File: src/design/gda_pkg.sv
// ----------------------------------------------------------------------------
// gda_pkg - shared definitions for the Gregorian date adder
// Field widths, reciprocal constants for the small divisions and the
// month-length lookup used by the day stepper.
// ----------------------------------------------------------------------------
package gda_pkg;

   // field widths
   localparam int DAY_W    = 5;
   localparam int MONTH_W  = 4;
   localparam int SYEAR_W  = 14;
   localparam int AYEAR_W  = 14;
   localparam int AMONTH_W = 12;
   localparam int ADAY_W   = 15;
   localparam int YEAR_W   = 16;

   // packed beat widths
   localparam int REQ_DATA_W = 64;
   localparam int RSP_DATA_W = 32;

   // month index (month - 1 + add_months) and its quotient by twelve
   localparam int MIDX_W = 13;
   // year modulo 25, tracked alongside the year
   localparam int M25_W  = 5;

   // reciprocals, both used with a right shift of RECIP_SHIFT
   // 5462 / 2^16 is exact for floor(x / 12) on 13-bit x
   // 2621 / 2^16 gives floor(x / 25) or one less on 16-bit x
   localparam int RECIP_SHIFT = 16;
   localparam int MUL_B_W     = 13;
   localparam int MUL_P_W     = YEAR_W + MUL_B_W;
   localparam logic [MUL_B_W-1:0] RECIP_12 = 13'd5462;
   localparam logic [MUL_B_W-1:0] RECIP_25 = 13'd2621;

   localparam logic [MONTH_W-1:0] MONTH_JAN = 4'd1;
   localparam logic [MONTH_W-1:0] MONTH_FEB = 4'd2;
   localparam logic [MONTH_W-1:0] MONTH_DEC = 4'd12;
   localparam logic [M25_W-1:0]   M25_LAST  = 5'd24;
   localparam logic [DAY_W-1:0]   DAY_FIRST = 5'd1;

   // Leap rule: y%4==0 and y%100!=0, or y%400==0.
   // With y%100==0 <=> (y%4==0 && y%25==0) and y%400==0 <=> (y%16==0 && y%25==0).
   function automatic logic is_leap(input logic [3:0] y_low, input logic [M25_W-1:0] m25);
      logic m25_zero;
      m25_zero = (m25 == '0);
      return ((y_low[1:0] == 2'd0) && !m25_zero) || ((y_low == 4'd0) && m25_zero);
   endfunction

   // days in month; codes outside 1..12 give zero
   function automatic logic [DAY_W-1:0] month_days(input logic [MONTH_W-1:0] m,
                                                   input logic leap);
      logic [DAY_W-1:0] d;
      case (m)
         4'd1, 4'd3, 4'd5, 4'd7, 4'd8, 4'd10, 4'd12: d = 5'd31;
         4'd4, 4'd6, 4'd9, 4'd11:                    d = 5'd30;
         4'd2:                                       d = leap ? 5'd29 : 5'd28;
         default:                                    d = 5'd0;
      endcase
      return d;
   endfunction

endpackage

File: src/design/gregorian_date_adder.sv
// Requests are taken only in idle; the day stepper advances one day per cycle
//   and one shared multiplier handles both small divisions.
// A new request is taken while the previous response still waits.
// Reset (synchronous, active high) returns the sequencer to idle and drops
//   rsp_tvalid; payload registers are not cleared.
// ----------------------------------------------------------------------------
// gregorian_date_adder - add years, months and days to a Gregorian date
// Years are added, then months with carry into the year, the day is clamped
// to the month reached, and days are stepped one per cycle. Year wraps at
// 16 bits with a sticky wrap flag.
// ----------------------------------------------------------------------------
module gregorian_date_adder (
   input  logic                              clock,
   input  logic                              reset,
   // request: start_day, start_month, start_year, add_years, add_months, add_days
   input  logic                              req_tvalid,
   output logic                              req_tready,
   input  logic [gda_pkg::REQ_DATA_W-1:0]    req_tdata,
   // response: end_day, end_month, end_year, year_wrapped, zero fill
   output logic                              rsp_tvalid,
   input  logic                              rsp_tready,
   output logic [gda_pkg::RSP_DATA_W-1:0]    rsp_tdata
);

   // sequencer codes
   localparam logic [2:0] S_IDLE  = 3'd0;
   localparam logic [2:0] S_MDIV  = 3'd1;
   localparam logic [2:0] S_MADD  = 3'd2;
   localparam logic [2:0] S_YDIV  = 3'd3;
   localparam logic [2:0] S_YREM  = 3'd4;
   localparam logic [2:0] S_CLAMP = 3'd5;
   localparam logic [2:0] S_STEP  = 3'd6;

   localparam int DW = gda_pkg::DAY_W;
   localparam int MW = gda_pkg::MONTH_W;
   localparam int YW = gda_pkg::YEAR_W;
   localparam int XW = gda_pkg::MIDX_W;
   localparam int RW = gda_pkg::M25_W;

   // request fields
   logic [DW-1:0]                 in_day;
   logic [MW-1:0]                 in_month;
   logic [gda_pkg::SYEAR_W-1:0]   in_year;
   logic [gda_pkg::AYEAR_W-1:0]   in_add_y;
   logic [gda_pkg::AMONTH_W-1:0]  in_add_m;
   logic [gda_pkg::ADAY_W-1:0]    in_add_d;

   assign in_day   = req_tdata[4:0];
   assign in_month = req_tdata[8:5];
   assign in_year  = req_tdata[22:9];
   assign in_add_y = req_tdata[36:23];
   assign in_add_m = req_tdata[48:37];
   assign in_add_d = req_tdata[63:49];

   logic [2:0]                  state_ff, state_in;
   logic [DW-1:0]               day_ff, day_in;
   logic [MW-1:0]               month_ff, month_in;
   logic [YW-1:0]               year_ff, year_in;
   logic                        wrap_ff, wrap_in;
   logic [XW-1:0]               midx_ff, midx_in;
   logic [XW-1:0]               quot_ff, quot_in;
   logic [RW-1:0]               m25_ff, m25_in;
   logic [gda_pkg::ADAY_W-1:0]  cnt_ff, cnt_in;
   logic                        rsp_valid_ff, rsp_valid_in;
   logic [DW-1:0]               rsp_day_ff, rsp_day_in;
   logic [MW-1:0]               rsp_month_ff, rsp_month_in;
   logic [YW-1:0]               rsp_year_ff, rsp_year_in;
   logic                        rsp_wrap_ff, rsp_wrap_in;

   logic                        req_fire;
   logic                        out_free;
   logic [MW-1:0]               month_clamped;
   logic [YW:0]                 year_sum;
   logic [YW:0]                 year_inc;
   logic [XW-1:0]               midx_rem;
   logic [YW-1:0]               yrem_wide;
   logic [RW:0]                 yrem;
   logic                        leap;
   logic [DW-1:0]               mlen;
   logic [RW-1:0]               m25_next;

   // shared reciprocal multiplier
   logic [YW-1:0]               mul_a;
   logic [gda_pkg::MUL_B_W-1:0] mul_b;
   logic [gda_pkg::MUL_P_W-1:0] mul_p;

   assign mul_a = (state_ff == S_MDIV) ? YW'(midx_ff) : year_ff;
   assign mul_b = (state_ff == S_MDIV) ? gda_pkg::RECIP_12 : gda_pkg::RECIP_25;
   assign mul_p = gda_pkg::MUL_P_W'(mul_a) * gda_pkg::MUL_P_W'(mul_b);

   // handshake
   assign req_tready = (state_ff == S_IDLE);
   assign req_fire   = req_tvalid && req_tready;
   assign out_free   = !rsp_valid_ff || rsp_tready;

   // month code clamp to 1..12
   always_comb begin
      if (in_month < gda_pkg::MONTH_JAN) begin
         month_clamped = gda_pkg::MONTH_JAN;
      end else if (in_month > gda_pkg::MONTH_DEC) begin
         month_clamped = gda_pkg::MONTH_DEC;
      end else begin
         month_clamped = in_month;
      end
   end

   // remainders from the registered quotients
   assign midx_rem  = midx_ff - XW'({quot_ff, 3'b000} + {quot_ff, 2'b00});
   assign yrem_wide = year_ff - YW'({quot_ff, 4'b0000} + {quot_ff, 3'b000} + quot_ff);
   assign yrem      = yrem_wide[RW:0];

   assign year_sum = {1'b0, year_ff} + (YW+1)'(quot_ff);
   assign year_inc = {1'b0, year_ff} + 1'b1;

   // calendar lookup for the current month
   assign leap = gda_pkg::is_leap(year_ff[3:0], m25_ff);
   assign mlen = gda_pkg::month_days(month_ff, leap);

   // year mod 25 after one increment; 65535 -> 0 restarts the count
   always_comb begin
      if (year_inc[YW] || (m25_ff == gda_pkg::M25_LAST)) begin
         m25_next = '0;
      end else begin
         m25_next = m25_ff + 1'b1;
      end
   end

   // sequencer
   always_comb begin
      state_in     = state_ff;
      day_in       = day_ff;
      month_in     = month_ff;
      year_in      = year_ff;
      wrap_in      = wrap_ff;
      midx_in      = midx_ff;
      quot_in      = quot_ff;
      m25_in       = m25_ff;
      cnt_in       = cnt_ff;
      rsp_valid_in = rsp_valid_ff && !rsp_tready;
      rsp_day_in   = rsp_day_ff;
      rsp_month_in = rsp_month_ff;
      rsp_year_in  = rsp_year_ff;
      rsp_wrap_in  = rsp_wrap_ff;
      case (state_ff)
         S_IDLE: begin
            if (req_fire) begin
               day_in   = in_day;
               year_in  = YW'(in_year) + YW'(in_add_y);
               wrap_in  = 1'b0;
               midx_in  = XW'(month_clamped - gda_pkg::MONTH_JAN) + XW'(in_add_m);
               cnt_in   = in_add_d;
               state_in = S_MDIV;
            end
         end
         S_MDIV: begin
            quot_in  = mul_p[gda_pkg::RECIP_SHIFT +: XW];
            state_in = S_MADD;
         end
         S_MADD: begin
            month_in = MW'(midx_rem) + gda_pkg::MONTH_JAN;
            year_in  = year_sum[YW-1:0];
            wrap_in  = wrap_ff | year_sum[YW];
            state_in = S_YDIV;
         end
         S_YDIV: begin
            quot_in  = mul_p[gda_pkg::RECIP_SHIFT +: XW];
            state_in = S_YREM;
         end
         S_YREM: begin
            // estimate is exact or one short, so one correction suffices
            if (yrem >= (RW+1)'(25)) begin
               m25_in = RW'(yrem - (RW+1)'(25));
            end else begin
               m25_in = yrem[RW-1:0];
            end
            state_in = S_CLAMP;
         end
         S_CLAMP: begin
            if (day_ff == '0) begin
               day_in = gda_pkg::DAY_FIRST;
            end else if (day_ff > mlen) begin
               day_in = mlen;
            end
            state_in = S_STEP;
         end
         S_STEP: begin
            if (cnt_ff == '0) begin
               if (out_free) begin
                  rsp_valid_in = 1'b1;
                  rsp_day_in   = day_ff;
                  rsp_month_in = month_ff;
                  rsp_year_in  = year_ff;
                  rsp_wrap_in  = wrap_ff;
                  state_in     = S_IDLE;
               end
            end else begin
               cnt_in = cnt_ff - 1'b1;
               if (day_ff >= mlen) begin
                  day_in = gda_pkg::DAY_FIRST;
                  if (month_ff == gda_pkg::MONTH_DEC) begin
                     month_in = gda_pkg::MONTH_JAN;
                     year_in  = year_inc[YW-1:0];
                     wrap_in  = wrap_ff | year_inc[YW];
                     m25_in   = m25_next;
                  end else begin
                     month_in = month_ff + 1'b1;
                  end
               end else begin
                  day_in = day_ff + 1'b1;
               end
            end
         end
         default: begin
            state_in = S_IDLE;
         end
      endcase
   end

   // control registers
   always_ff @(posedge clock) begin
      if (reset) begin
         state_ff     <= S_IDLE;
         rsp_valid_ff <= 1'b0;
      end else begin
         state_ff     <= state_in;
         rsp_valid_ff <= rsp_valid_in;
      end
   end

   // datapath registers
   always_ff @(posedge clock) begin
      day_ff       <= day_in;
      month_ff     <= month_in;
      year_ff      <= year_in;
      wrap_ff      <= wrap_in;
      midx_ff      <= midx_in;
      quot_ff      <= quot_in;
      m25_ff       <= m25_in;
      cnt_ff       <= cnt_in;
      rsp_day_ff   <= rsp_day_in;
      rsp_month_ff <= rsp_month_in;
      rsp_year_ff  <= rsp_year_in;
      rsp_wrap_ff  <= rsp_wrap_in;
   end

   assign rsp_tvalid = rsp_valid_ff;
   assign rsp_tdata  = {6'd0, rsp_wrap_ff, rsp_year_ff, rsp_month_ff, rsp_day_ff};

   // checks
   a_month_range: assert property (@(posedge clock) disable iff (reset)
      (state_ff == S_STEP) |-> (month_ff >= gda_pkg::MONTH_JAN && month_ff <= gda_pkg::MONTH_DEC))
      else $error("month out of range while stepping");

   a_day_range: assert property (@(posedge clock) disable iff (reset)
      (state_ff == S_STEP) |-> (day_ff != '0 && day_ff <= mlen))
      else $error("day outside month while stepping");

   a_m25_range: assert property (@(posedge clock) disable iff (reset)
      (state_ff == S_STEP) |-> (m25_ff <= gda_pkg::M25_LAST))
      else $error("year mod 25 tracker out of range");

   a_cnt_step: assert property (@(posedge clock) disable iff (reset)
      (state_ff == S_STEP && cnt_ff != '0) |=> (cnt_ff == $past(cnt_ff) - 1'b1))
      else $error("day counter did not advance by one");

   a_accept_busy: assert property (@(posedge clock) disable iff (reset)
      req_fire |=> (state_ff == S_MDIV))
      else $error("accepted beat did not start the sequencer");

endmodule
File: config.mk
export PLATFORM = sky130hd
export DESIGN_NAME = gregorian_date_adder
export DESIGN_NICKNAME = d
export VERILOG_FILES = /design/src/design/gda_pkg.sv /design/src/design/gregorian_date_adder.sv
export SDC_FILE = /design/constraint.sdc
export NUM_CORES = 1
export LEC_CHECK = 0
export BUFFER_PORTS_ARGS = -buffer_cell sky130_fd_sc_hd__buf_2
export CAP_MARGIN = 25
export CORE_MARGIN = 4
export CORE_UTILIZATION = 30
export DETAILED_ROUTE_END_ITERATION = 8
export GPL_TIMING_DRIVEN = 0
export PLACE_DENSITY = 0.56
export REMOVE_ABC_BUFFERS = 1
export SYNTH_ARGS = -nofsm -noshare
export SYNTH_HDL_FRONTEND = slang
export SYNTH_SLANG_ARGS = --single-unit
File: constraint.sdc
create_clock -name clock -period 10.8 [get_ports clock]
set_input_delay 1.08 -clock clock [delete_from_list [all_inputs] [get_ports clock]]
set_output_delay 1.08 -clock clock [all_outputs]
set_load 0.01 [all_outputs]
==> impl_metrics.yaml, run 1 <==
outcome:
  status: "complete, no violations"
yosys:
  synth_warnings: 0
  syn_area_um2: 12000
  synth_seq_area_share_pct: 25.1
  synth_top_area_share_pct: 24.5
  yosys_register_bits: 102
  ys.flop_type: "edfxtp_1"
  yosysUniqueCellTypes: 70
  synth_edf_count: 98
  synth_area_leader_cell: "edfxtp_1"
  synthArstFlopShare_pct: 0
  syn_inst: 1258
  syn_area_per_cell_um2: 9.56
  synth.top_cells.by_area: "edfxtp_1 (24%), fa_1 (18%), ha_1 (17%)"
drt:
  drt-initial-drc-count: 533
  ant_nets: 0
  vias: 8815
  drc: 0
  wl_per_cell_um: 14.5
  vias_per_cell: 4.68
  drtPass1Iterations: 6
  drt_wl_total_um: 27400
placement:
  dpl.hpwl_um: 22700
  io_buffers: 95
  gp_congestion: 0.863
floorplan:
  io_pins: 102
  die_h_um: 208
  start_util_pct: 30.3
  num_rows: 73
  core_region_area_um2: 39600
  die_x_um: 208
  dieArea_um2: 43400
setup_path:
  regToRegStartpoint: "state_ff[2]"
  worstPathArrival_ps: 7370
  r2r_setup_slack_ps: 3530
  cp-start-kind: "flip-flop"
  r2r_end: "quot_ff[12]"
  crit_path_end_kind: "flip-flop"
  cp_max_fo: 19
  crit_start: "state_ff[2]"
  worstPathRequired_ps: 10910
  rr_worst_depth: 21
  crit_end: "quot_ff[12]"
  worstSetupPathType: "flip-flop to flip-flop"
global_routing:
  grt_pass1_wl_um: 46300
  antenna_found_initial: 0
  grt_usage_pct: 13.0
  grt_max_degree: 30
  grt_pass1_vias: 9122
  overflow: 0
sta:
  post-route-period-util_pct: 67.3
  hold_viol_final: 0
  clock_skew_ps: 10.6
  post-route-min-period_ps: 7270
  drv_slew: 0
  setup_viol_count_final: 0
  maxSlewHeadroom_pct: 32.3
  grt_setup_unrepaired: "no"
  max_freq_mhz: 138
  setup_tns_ps: 0
  worstMarginPinSlew_ps: 1000
clock_tree:
  clockRootBuffer: "clkbuf_16"
  cts_buffers: 9
  cts_resized: 0
  ctsHoldBuffers: 0
  cts.clk_slew.worst_paths_ps: 70
  clockBufferDepth: 2
  cts_setup_buffers: 0
  clk_latency_ps: 360
  numClockSinks: 102
  cts_max_level: 3
  cts_tree: "done"
cells_and_area:
  area_growth_syn_to_layout_pct: 11.8
  drive_gt1_share_pct: 10.2
  final_nets: 1694
  layout_common_cells: "inv_1 (212), ha_1 (165), nand2_1 (115)"
  final_common_cell: "inv_1"
  n_antenna_cell: 0
worst_hold_path:
  hp-start: "rsp_tvalid"
  hold_path_class: "flip-flop to flip-flop"
flow_run:
  drv_cap: 0
[worst min-delay path by stage]
stage	to	slack [ps]	cells past startpoint
2_1_floorplan	rsp_wrap_ff	420	0
3_3_place_gp	rsp_wrap_ff	510	0
3_5_place_dp	rsp_wrap_ff	500	0
4_1_cts	rsp_tvalid	530	2
5_1_grt	rsp_wrap_ff	560	0
6_report	rsp_tvalid	540	2
[state kept, by name, indices dropped and copies added (netlist names), 3 cells and up]
name and flops:
rsp_year_ff 16, year_ff 16, cnt_ff 15, midx_ff 13, quot_ff 13, day_ff 5
m25_ff 5, rsp_day_ff 5, month_ff 4, rsp_month_ff 4, state_ff 3
[worst max-delay path, stage by stage (launching register included)]
cell	delay, ps
dfxtp_1	490
nand2b_1	590
o21ai_0	970
nand2_1	240
ha_1	350
inv_1	60
fa_1	510
inv_1	60
fa_1	460
fa_1	540
inv_1	50
fa_1	570
inv_1	50
ha_1	330
a21o_1	200
or3_1	340
a211oi_1	270
or3_1	230
o32a_4	250
o21ai_2	80
o41ai_2	250
xnor2_1	110
[cells in the mapped netlist (13+ instances only)]
master,n
nor2_1,55
o21a_1,15
nor3_1,25
nand2b_1,13
nand3_1,19
a21o_1,13
inv_1,212
fa_1,107
xor2_1,35
edfxtp_1,98
nand2_1,115
a21oi_1,51
o21ai_0,68
ha_1,165
a31oi_1,16
xnor2_1,65
clkbuf_1,34
[logic make-up (layout without fill, tap and decap cells)]
| family | Yosys count | count (layout) | synth area share, % |
|---|---|---|---|
| AOI/OAI and AO/OA | 233 | 233 | 12.6 |
| xor gates and xnor gates | 100 | 100 | 7.28 |
| adders and majority gates | 272 | 272 | 35.0 |
| buffers and inverters | 256 | 329 | 8.23 |
| DFF | 102 | 102 | 25.1 |
| muxes | 3 | 3 | 0.250 |
| other | 2 | 30 | 0.0625 |
| and+or+nand+nor | 290 | 290 | 11.5 |
[metal layers]
layer  track usage, %  vias up  routed length (µm)
li1                 -     4394                   -
met1             18.1     4199               13100
met2             21.0      199               12500
met3             2.64       23                1430
met4             2.90        0                 355
met5                0        -                   0
[stage by stage]
stage	utilization, %	hold WS, ps	instances	area, µm²	worst slack (ps)
global route	33.9	557	1884	13400	3080
CTS	33.9	528	1883	13400	3490
floorplan	-	417	1242	11900	3760
detailed placement	33.2	495	1867	13200	3540
global placement	33.0	508	1862	13100	2030
finish	33.9	535	1884	13400	3530
[area by class of cell]
type	count	area, µm²
Sequential cell	102	3020
Fill cell	4156	26200
Tap cell	525	657
Clock buffer	10	229
Clock inverter	6	46.3
Timing Repair Buffer	101	569
Multi-Input combinational cell	928	8120
Inverter	212	796
Power of run 1 is left out: the tool's default activity adds up to more than one toggle a clock period on the data nets, which glitch-free logic cannot reach.
==> run 2, diff against run 1 <==
--- a/config.mk
+++ b/config.mk
@@ -5,13 +5,14 @@
 export SDC_FILE = /design/constraint.sdc
 export NUM_CORES = 1
 export LEC_CHECK = 0
+export ABC_AREA = 1
 export BUFFER_PORTS_ARGS = -buffer_cell sky130_fd_sc_hd__buf_2
 export CAP_MARGIN = 25
 export CORE_MARGIN = 4
 export CORE_UTILIZATION = 30
 export DETAILED_ROUTE_END_ITERATION = 8
 export GPL_TIMING_DRIVEN = 0
-export PLACE_DENSITY = 0.56
+export PLACE_DENSITY = 0.57
 export REMOVE_ABC_BUFFERS = 1
 export SYNTH_ARGS = -nofsm -noshare
 export SYNTH_HDL_FRONTEND = slang
==> constraint.sdc (replaced) <==
create_clock -name clock -period 6.5 [get_ports clock]
set_input_delay 0.65 -clock clock [delete_from_list [all_inputs] [get_ports clock]]
set_output_delay 0.65 -clock clock [all_outputs]
set_load 0.01 [all_outputs]
==> impl_metrics.yaml, run 2 <==
global_routing:
  grt_usage_pct: 15.2
  grt_pass1_wl_um: 57900
  grt_pass1_vias: 11100
  grt_max_degree: 50
  overflow: 0
  antenna_found_initial: 0
clock_tree:
  clk_latency_ps: 380
  clockRootBuffer: "clkbuf_16"
  ctsHoldBuffers: 0
  clockBufferDepth: 2
  cts_buffers: 9
  cts.clk_slew.worst_paths_ps: 80
  cts_max_level: 3
  cts_resized: 0
  cts_setup_buffers: 0
  cts_tree: "done"
  numClockSinks: 102
floorplan:
  dieArea_um2: 47800
  die_x_um: 219
  start_util_pct: 30.6
  num_rows: 76
  die_h_um: 219
  core_region_area_um2: 43500
  io_pins: 102
outcome:
  status: "complete, no violations"
yosys:
  synth_seq_area_share_pct: 22.7
  yosysMostFrequentCell: "nand2_1"
  synth_warnings: 0
  syn_inst: 1674
  synth.top_cells.by_area: "edfxtp_1 (22%), fa_1 (16%), ha_1 (16%)"
  synth_top_area_share_pct: 22.1
  yosysUniqueCellTypes: 53
  yosys_register_bits: 102
  syn_area_um2: 13300
  synth_edf_count: 98
  syn_area_per_cell_um2: 7.95
  synthTopCellsByCount: "nand2_1 (320), inv_1 (318), ha_1 (165)"
  ys.flop_type: "edfxtp_1"
  synthArstFlopShare_pct: 0
  synth_area_leader_cell: "edfxtp_1"
drt:
  drt-initial-drc-count: 554
  ant_nets: 0
  vias_per_cell: 4.73
  drt_wl_total_um: 35600
  vias: 11200
  wl_per_cell_um: 15.1
  drc: 0
  drtPass1Iterations: 5
setup_path:
  crit_path_end_kind: "flip-flop"
  worstPathRequired_ps: 6610
  r2r_setup_slack_ps: 730
  worstSetupPathType: "flip-flop to flip-flop"
  cp-start-kind: "flip-flop"
  cp_max_fo: 45
  worstPathArrival_ps: 5880
cells_and_area:
  final_common_cell: "nand2_1"
  layout_common_cells: "nand2_1 (320), inv_1 (318), ha_1 (165)"
  area_growth_syn_to_layout_pct: 11.1
  reg_top3: "rsp_year_ff (16), year_ff (16), cnt_ff (15)"
  n_antenna_cell: 0
  finalCoreUtilization_pct: 34.0
  fill_cells: 4660
  final_nets: 2117
  drive_gt1_share_pct: 8.87
placement:
  io_buffers: 95
  dpl.hpwl_um: 30400
  gp_congestion: 0.892
sta:
  max_freq_mhz: 173
  clock_skew_ps: 12.4
  hold_viol_final: 0
  setup_tns_ps: 0
  grt_setup_unrepaired: "no"
  setup_viol_count_final: 0
  post-route-period-util_pct: 88.8
  worstMarginPinSlew_ps: 835
  post-route-min-period_ps: 5770
  drv_slew: 0
  maxSlewHeadroom_pct: 44.1
flow_run:
  drv_cap: 0
worst_hold_path:
  hold_path_class: "input port to flip-flop"
==> run 2: changes by cell type after synthesis, moves of 12 or more <==
cell | previous run | this run
nand2b_1 | 13 | 1
a21oi_1 | 51 | 83
or3_1 | 12 | 0
a31oi_1 | 16 | 3
nand2_1 | 115 | 320
clkbuf_1 | 34 | 16
xnor2_1 | 65 | 18
nand4_1 | 3 | 26
inv_1 | 212 | 318
nand3_1 | 19 | 118
nor2_1 | 55 | 136
==> run 2: worst paths after layout <==
kind,depth (start not counted),end,start
worst max register to register,25,quot_ff[6],state_ff[0]
worst max-delay path,25,quot_ff[6],state_ff[0]
worst min register to register,0,rsp_month_ff[1],month_ff[1]
worst min-delay path,2,state_ff[0],reset
==> run 2: stage by stage <==
step | std cells | hold WS, ps | worst slack [ps] | cell area, µm²
2_1_floorplan | 1666 | 427 | 1080 | 13200
3_3_place_gp | 2346 | 497 | 244 | 14400
3_5_place_dp | 2350 | 504 | 192 | 14500
4_1_cts | 2366 | 456 | 155 | 14800
5_1_grt | 2367 | 461 | 432 | 14800
6_report | 2367 | 473 | 728 | 14800
==> run 2: cell families after synthesis <==
logic type / count (synthesis) / share of synthesized area (%)
flip-flops: 102 / 22.7
AND/OR/NAND/NOR: 664 / 21.8
buffers and inverters: 365 / 10.9
adder cells (fa/ha/maj): 272 / 31.6
other: 2 / 0.0564
XOR/XNOR: 63 / 4.15
AO/OA/AOI/OAI: 206 / 8.83
==> run 2: worst max-delay path, stage by stage, from the launching register on <==
cell     delay, ps
dfxtp_1        450
inv_2           70
nor2_2         120
nand2_2        120
buf_12         210
nor2_1         230
inv_1           90
o21ai_0         90
inv_1          120
fa_1           540
inv_1           50
fa_1           490
inv_1           50
fa_1           470
fa_1           490
inv_1           50
fa_1           520
inv_1           40
ha_1           310
a21oi_1        200
o21ai_0        120
a21oi_1        210
nand2_1        110
nand2_1         70
nand2_1         60
xor2_1         160
==> run 2: layer usage <==
metal  GRT usage, %  part of all wire, %  vias up
met2           27.5                   50      193
met1           19.5                   45     5391
met3           2.35                  3.9       30
met5              0                    0        -
li1               -                    -     5584
met4           2.40                  1.1        0
==> run 2: area by class of cell <==
type,instances,area [µm²],share of cell area (%)
inverters,329,1230,8.35
repair buffers,100,549,3.71
clock buffers,9,225,1.52
well taps,585,732,4.95
flip-flops and latches,102,3020,20.4
clock inverters,7,66.3,0.448
multi-input cells,1235,8960,60.6
Power of run 2 is left out for the same reason.
